**src/hdl/segment_reservation_table_assert.svh**
```systemverilog
// ----------------------------------------------------------------------------
// segment reservation table assertion macros
// shared property forms used by the reservation table checks
// ----------------------------------------------------------------------------
`ifndef SEGMENT_RESERVATION_TABLE_ASSERT_SVH
`define SEGMENT_RESERVATION_TABLE_ASSERT_SVH

// same-cycle implication, off during reset
`define SRT_ASSERT_IMPL(lbl, ante, cons) \
  lbl: assert property (@(posedge clk) disable iff (!rst_n) (ante) |-> (cons)) \
    else $error("srt check failed");

// next-cycle implication, off during reset
`define SRT_ASSERT_NEXT(lbl, ante, cons) \
  lbl: assert property (@(posedge clk) disable iff (!rst_n) (ante) |=> (cons)) \
    else $error("srt check failed");

`endif

```
**src/hdl/srt_pkg.sv**
```systemverilog
// ----------------------------------------------------------------------------
// srt_pkg
// types, constants and helpers of the segment reservation table
// ----------------------------------------------------------------------------
package srt_pkg;

  localparam int SEGMENTS = 256;
  localparam int ENTRIES  = 256;
  localparam int ROBOTS   = 64;

  localparam int ACT_W  = 3;
  localparam int SEG_W  = 8;
  localparam int ROB_W  = 6;
  localparam int SIZE_W = 10;
  localparam int TIME_W = 16;
  localparam int STAT_W = 3;
  localparam int IDX_W  = $clog2(ENTRIES);
  localparam int CNT_W  = $clog2(ENTRIES + 1);
  localparam int FREE_W = SIZE_W + 1;

  typedef enum logic [ACT_W-1:0] {
    ACT_SET_CAP = 3'd0,
    ACT_CHECK   = 3'd1,
    ACT_ADD     = 3'd2,
    ACT_CLEAR   = 3'd3,
    ACT_LOCATE  = 3'd4
  } action_t;

  typedef enum logic [STAT_W-1:0] {
    ST_OK        = 3'd0,
    ST_CAPACITY  = 3'd1,
    ST_CONFLICT  = 3'd2,
    ST_FULL      = 3'd3,
    ST_NOT_FOUND = 3'd4
  } status_t;

  typedef enum logic [1:0] {
    S_IDLE,
    S_CAP,
    S_WALK,
    S_FIN
  } state_t;

  // one stored occupancy
  typedef struct packed {
    logic [SEG_W-1:0]  seg;
    logic [ROB_W-1:0]  robot;
    logic [SIZE_W-1:0] space;
    logic [TIME_W-1:0] start;
    logic [TIME_W-1:0] stop;
    logic              endless;
    logic              main;
  } entry_t;

  // request broadcast to every cell during a walk
  typedef struct packed {
    logic              locate;
    logic [SEG_W-1:0]  seg;
    logic [ROB_W-1:0]  robot;
    logic [SIZE_W-1:0] size;
    logic [TIME_W-1:0] start;
    logic [TIME_W-1:0] stop;
    logic              endless;
    logic [TIME_W-1:0] qtime;
  } query_t;

  // token handed from cell to cell
  typedef struct packed {
    logic                     live;
    logic                     done;
    logic signed [FREE_W-1:0] free;
    logic [ROB_W-1:0]         robot;
    logic [SEG_W-1:0]         seg;
  } token_t;

  typedef struct packed {
    logic              ok;
    status_t           status;
    logic              cvalid;
    logic [ROB_W-1:0]  crobot;
    logic [SEG_W-1:0]  fseg;
  } result_t;

  function automatic logic overlaps(entry_t ent, query_t q);
    logic r;
    if (q.endless && ent.endless) begin
      r = 1'b1;
    end else if (q.endless) begin
      r = (q.start <= ent.stop);
    end else if (ent.endless) begin
      r = (q.stop >= ent.start);
    end else begin
      r = (q.start <= ent.start && q.stop >= ent.start) ||
          (q.start <= ent.stop && q.stop >= ent.stop) ||
          (q.start >= ent.start && q.stop <= ent.stop);
    end
    return r;
  endfunction

endpackage

```
**src/hdl/srt_cell.sv**
```systemverilog
// ----------------------------------------------------------------------------
// srt_cell
// one pool entry; updates the passing token and hands it on
// ----------------------------------------------------------------------------
module srt_cell (
  input  logic            clk,
  input  logic            rst_n,
  input  logic            wr_en,
  input  logic            clr,
  input  srt_pkg::entry_t wr_ent,
  input  srt_pkg::query_t q,
  input  srt_pkg::token_t tok_in,
  output srt_pkg::token_t tok_out
);
  import srt_pkg::*;

  logic   vld_r;
  entry_t ent_r;
  token_t tok_r, tok_nxt;
  logic signed [FREE_W-1:0] diff;

  always_comb begin
    tok_nxt = tok_in;
    diff    = tok_in.free - $signed({1'b0, ent_r.space});
    if (tok_in.live && !tok_in.done && vld_r) begin
      if (q.locate) begin
        if (ent_r.robot == q.robot && ent_r.main && q.qtime >= ent_r.start &&
            (ent_r.endless || q.qtime <= ent_r.stop)) begin
          tok_nxt.done = 1'b1;
          tok_nxt.seg  = ent_r.seg;
        end
      end else if (ent_r.seg == q.seg && ent_r.robot != q.robot &&
                   overlaps(ent_r, q)) begin
        tok_nxt.free = diff;
        if (diff < $signed({1'b0, q.size})) begin
          tok_nxt.done  = 1'b1;
          tok_nxt.robot = ent_r.robot;
        end
      end
    end
  end

  always_ff @(posedge clk) begin
    if (wr_en) begin
      ent_r <= wr_ent;
    end
  end

  always_ff @(posedge clk) begin
    if (!rst_n) begin
      vld_r <= 1'b0;
      tok_r <= '0;
    end else begin
      if (clr) begin
        vld_r <= 1'b0;
      end else if (wr_en) begin
        vld_r <= 1'b1;
      end
      tok_r <= tok_nxt;
    end
  end

  assign tok_out = tok_r;

endmodule
```
**config.mk**
```make
export PLATFORM = sky130hd
export DESIGN_NAME = srt_cell
export DESIGN_NICKNAME = d
export VERILOG_FILES = /design/src/hdl/segment_reservation_table_assert.svh /design/src/hdl/srt_pkg.sv /design/src/hdl/srt_cell.sv
export SDC_FILE = /design/constraint.sdc
export NUM_CORES = 1
export LEC_CHECK = 0
export BUFFER_PORTS_ARGS = -buffer_cell sky130_fd_sc_hd__buf_2
export CORE_UTILIZATION = 55
export CTS_CLUSTER_DIAMETER = 150
export DETAILED_ROUTE_END_ITERATION = 8
export PLACE_DENSITY_LB_ADDON = 0.2
export SYNTH_ARGS = -nofsm -noshare
export SYNTH_HDL_FRONTEND = slang
export SYNTH_SLANG_ARGS = --single-unit
```
**constraint.sdc**
```tcl
create_clock -name clk -period 5.6 [get_ports clk]
set_input_delay 0 -clock clk [delete_from_list [all_inputs] [get_ports clk]]
set_output_delay 0 -clock clk [all_outputs]
set_load 0.01 [all_outputs]
```
Word level (Yosys, flattened, before mapping)
Cells that the tools add are included.
{"block": "classes", "addsub": 1, "mul": 0, "div_mod_pow": 0, "order_cmp": 9, "eq_ne": 3, "shift": 0, "muxes": 14, "bitwise": 1, "n_reduce_logical": 16}
{"cell": ">= comparator 16 bit", "count": 4}
{"cell": "<= comparator 16 bit", "count": 4}
{"cell": "two-way mux 26 bit", "count": 1}
{"cell": "two-way mux 18 bit", "count": 1}
{"cell": "two-way mux 17 bit", "count": 1}
{"cell": "two-way mux 8 bit", "count": 2}
{"cell": "logical AND 1 bit", "count": 11}
{"cell": "less-than comparator 11 bit", "count": 1}
{"cell": "subtractor 11 bit", "count": 1}
{"cell": "== test 8 bit", "count": 1}
{"cell": "two-way mux 1 bit", "count": 8}
{"cell": "== test 6 bit", "count": 1}
{"cell": "two-way mux 6 bit", "count": 1}
{"cell": "!= test 6 bit", "count": 1}
{"cell": "logical OR 1 bit", "count": 3}
{"cell": "OR reduction 2 bit", "count": 1}
{"cell": "logical NOT 1 bit", "count": 1}
{"cell": "NOT 1 bit", "count": 1}
{"block": "totals", "register_bits": 86, "latchBits": 0, "mem_bits_rw": 0, "mem_bits_ro": 0, "input_bits": 163, "out_inout_bits": 27, "memories": 0}

Depth between registers and ports, before layout
{"block": "depth", "word_depth": 13, "ltp_mapped": 18, "ltp_nobuf": 17}

Worst setup path after synthesis
No wires, ideal clock.
{"block": "synth_timing", "path_type": "reg2reg", "startpoint": "reg ent_r[34] (netlist bit)", "endpoint": "reg tok_r, in the netlist tok_out[10]", "t_arrival_ns": 3.026, "slack_ns": 2.496, "path_stages_with_launch": 18, "n_path_buf": 1, "path_cell_list": "edfxtp_1 > ha_1 > inv_1 > fa_1 > a21oi_1 > inv_1 > a21oi_1 > xnor2_1 > ha_1 > and2_1 > o21ai_0 > o21ai_0 > o221a_2 > o21a_1 > o22ai_1 > buf_2 > o2111ai_1 > o211ai_1"}
{"block": "synth_via", "elab_chain_len": 6}
{"item": "start, declared", "line": "srt_cell.sv:18", "rtl": "entry_t ent_r;"}
{"item": "start signal, assigned", "line": "srt_cell.sv:45", "rtl": "ent_r <= wr_ent;"}
{"item": "subtractor 11 bit", "line": "srt_cell.sv:24", "rtl": "diff = tok_in.free - $signed({1'b0, ent_r.space});"}
{"item": "less-than comparator 11 bit", "line": "srt_cell.sv:35", "rtl": "if (diff < $signed({1'b0, q.size})) begin"}
{"item": "two-way mux 6 bit", "line": "srt_cell.sv:35"}
{"item": "two-way mux 18 bit", "line": "srt_cell.sv:32", "rtl": "end else if (ent_r.seg == q.seg && ent_r.robot != q.robot &&"}
{"item": "two-way mux 17 bit", "line": "srt_cell.sv:26", "rtl": "if (q.locate) begin"}
{"item": "two-way mux 26 bit", "line": "srt_cell.sv:25", "rtl": "if (tok_in.live && !tok_in.done && vld_r) begin"}
{"item": "end signal, assigned", "line": "srt_cell.sv:59", "rtl": "tok_r <= tok_nxt;"}
{"item": "end, declared", "line": "srt_cell.sv:19", "rtl": "token_t tok_r, tok_nxt;"}
Every way passes these cells.
A chain may end at the register's enable or synchronous reset.

Worst setup path after layout
{"block": "layout_timing", "startpoint": "in tok_in[14] (netlist bit)", "endpoint": "reg tok_r, in the netlist tok_out[11]"}
{"block": "layout_via", "elab_chain_len": 6}
{"item": "start, declared", "line": "srt_cell.sv:12", "rtl": "input srt_pkg::token_t tok_in,"}
{"item": "subtractor 11 bit", "line": "srt_cell.sv:24"}
{"item": "less-than comparator 11 bit", "line": "srt_cell.sv:35"}
{"item": "two-way mux 6 bit", "line": "srt_cell.sv:35"}
{"item": "two-way mux 18 bit", "line": "srt_cell.sv:32"}
{"item": "two-way mux 17 bit", "line": "srt_cell.sv:26"}
{"item": "two-way mux 26 bit", "line": "srt_cell.sv:25"}
Every way passes these cells.

==> results.md <==
- Status: finished clean
- I/O pins: 190
- Antenna violations before repair: 0
- Total core area: 10500 sq um
- Mapped Area: 6020 sq um
- Worst Path Arrival: ~4.2 ns
- M2 GR Usage: 61.8%
- CP startpoint: tok_in[14]
- Final Hold Slack: 0.0425 ns
- Clock Path Buffers: 2
- Slew @ Worst Pin: ~0.99 ns
- # placed instances: 904
- Met3 usage: between 6 and 7%
- Largest net degree at the start of global routing: 60
- Hold_buf cts: 85
- Max-Slew Margin vs Limit: 34.3%
- Yosys top cell by area: edfxtp_1
- DIE WIDTH: around 110 microns
- Post-CTS sizing: 0
- Share of cells above drive strength 1: between 20% and 30%
- Synth unique cells: 62
- Worst-path clk slew: 0.09 ns
- Htree depth: 3
- Hold Path Class: input port to flop
- PwrDens: 216 nW/um^2
- Area Overhead vs Synth: 35.7%
- Setup violations, final: 0
- M1 GR Usage: between 30% and 40%
- Drt initial violations: 289
- Chip height: 107 microns
- Synth area leaders: edfxtp_1 (29%), ha_1 (24%), dfxtp_1 (9.3%), inv_1 (3.7%), nand2_1 (3.3%)
- Nets: 1143
- FILL cells: 668
- Post-route ant nets: 0
- Num CTS Buffers: 9
- Final Skew: 0.0156 ns
- F_max: 254 MHz
- Tot GR Track Use: between 30% and 40%
- CTS tree: done
- Maximum vdd drop: 0.165 mV
- Post-CTS Setup Inserts: 0
- Data required time of the worst path: 5.88 ns
- Hpwl dp: 12900 microns
- GR Overflow Total: 0
- Tcrit/Tclk final: 70.3%
- Grt peak-use layer: met2
- HP Start: tok_in[23]
- Port Buffer Count: 189
- Reg-to-reg startpoint: ent_r[34]$_DFFE_PP_
- Drt wl/cell: approximately 18 microns
- Setup crit end kind: flop
- Fraction of registers with async set/reset: 0%
- Vias per cell: 5.68
- Synth Instances: 587
- Initial Util: 57.5%
- Number of global-route vias before repair: 5986
- Num rows: 37
- Clock Sinks: 86
- Ant diodes: 0
- Top FF cell, synth: edfxtp_1
- Post-synthesis sequential area ratio: 38.3%
- Max-slew violations: 0
- Crit path max fanout: 13
- Placer congestion estimate: just over 0.9
- Drt pass-1 iters: 5
- Net count after synthesis: 866
- First-pass GRT wire length: 28900 microns
- Synthesized flop and latch total: 86
- Setup TNS: 0 ns
- Max Cap Viol: 0
- Via total after detailed routing: 5706
- Skew-Pair Late Insertion Delay: 0.37 ns
- Startpoint Class: input port
- P_leak: 4.00 nW
- Fin crit period: about 3.9 ns
- Synthesized area per cell: 10.3 sq um
- Fin cells: 1005
- Post-synth EDFFs: 58
- Die area: between 10000 and 15000 sq um
- DRT Wirelength: between 15000 and 20000 microns
- Final Hold Viols: 0
- DRC: 0
- Yosys warning total: 0
- Synth top area share: between 20% and 30%
- Worst Setup Path Type: input port to flop
- RSZ-0062 raised after global routing: false
- Clk root buf: clkbuf_8
-- cells in the mapped netlist, types with 5 or more instances --
cell and n:
nor2_1 22, a211oi_1 6, clkbuf_1 5, xnor2_1 9, nor3_1 8, a21oi_1 36, dfxtp_1 28, o2111ai_1 6
nor2b_1 13, xor2_1 13, edfxtp_1 58, or3_1 9, inv_1 59, o211ai_1 15, a21o_1 9, o21ai_0 22
nor4_1 6, mux2i_1 14, nand3_1 8, ha_1 115, nand2_1 53, nand4_1 16
-- layout by cell type, fill, tap and decap left out, drive strengths merged, types with 4 or more instances in the layout --
master,instances
dlygate4sd3,85
nand4,16
xnor2,9
edfxtp,58
o211ai,16
clkbuf,10
a21o,9
o21ai,23
nand3,8
a21oi,36
o2111ai,6
ha,115
nand2,53
mux2i,14
a211oi,7
inv,59
o21a,4
xor2,13
buf,191
nor4,7
nor3,8
dfxtp,28
nand2b,4
or3,9
nor2b,14
nor2,23
-- flip-flops by register name, summed over array words and instances, names as in the netlist --
| register | cells |
|---|---|
| tok_out | 27 |
| ent_r | 58 |
| vld_r | 1 |
-- stage by stage --
stage / total power, W / area [sq um] / setup slack (ns) / utilization [%]
after floorplan: 0.00104 / 6020 / 2.50 / -
after global placement: 0.00120 / 7100 / 2.08 / 67.9
after detailed placement: 0.00122 / 7100 / 1.86 / 67.9
after CTS: 0.00175 / 8170 / 1.82 / 78.0
after global routing: 0.00185 / 8170 / 1.35 / 78.0
final: 0.00177 / 8170 / 1.66 / 78.0
-- logic make-up (layout without fill, tap and decap cells) --
group	Yosys count	in the layout	share of synthesized area (%)
and+or+nand+nor	154	154	13.3
AOI/OAI and AO/OA	126	126	14.1
adders and majority gates	116	116	24.2
DFF	86	86	38.3
buffers and inverters	69	351	4.59
xor gates and xnor gates	22	22	3.20
muxes	14	14	2.33
-- worst max-delay path, cell delays in order --
cell and delay [ns]:
dlygate4sd3_1 0.53, buf_2 0.14, inv_1 0.05, ha_1 0.14, inv_1 0.06, fa_1 0.42
a21oi_1 0.23, o211ai_1 0.16, o41ai_1 0.57, xnor2_1 0.19, ha_1 0.31, o221a_2 0.12
o21a_1 0.16, o22ai_1 0.74, o2111ai_1 0.21, o211ai_1 0.15
-- report_power, final --
part	internal [W]	total [W]	leakage (nW)	switching, W
combinational	0.000247	0.000528	3.10	0.000281
sequential	0.000728	0.000747	0.801	0.0000191
clock	0.000251	0.000490	0.106	0.000239
-- metal layers --
layer / share of wire, % / up-vias
met4: 3.4 / 0
met2: 52 / 294
met3: 8.0 / 61
met5: 0 / -
li1: - / 2728
met1: 37 / 2623
-- path summary, 6_finish.rpt --
kind	to	slack, ns	depth (start not counted)
max reg2reg	tok_out[11]$_SDFF_PN0_	1.68	13
min	tok_out[23]$_SDFF_PN0_	0.04	4
min reg2reg	tok_out[1]$_SDFF_PN0_	0.58	2
max	tok_out[11]$_SDFF_PN0_	1.66	16
-- final cells by class --
class | instances | area [sq um] | share of cell area, %
Clock buffer | 10 | 128 | 1.56
Clock inverter | 6 | 86.3 | 1.06
Inverter | 59 | 221 | 2.71
Multi-Input combinational cell | 432 | 3450 | 42.2
Sequential cell | 86 | 2300 | 28.2
Tap cell | 136 | 170 | 2.08
Timing Repair Buffer | 276 | 1810 | 22.2
Power figures use the tool's default switching activity.
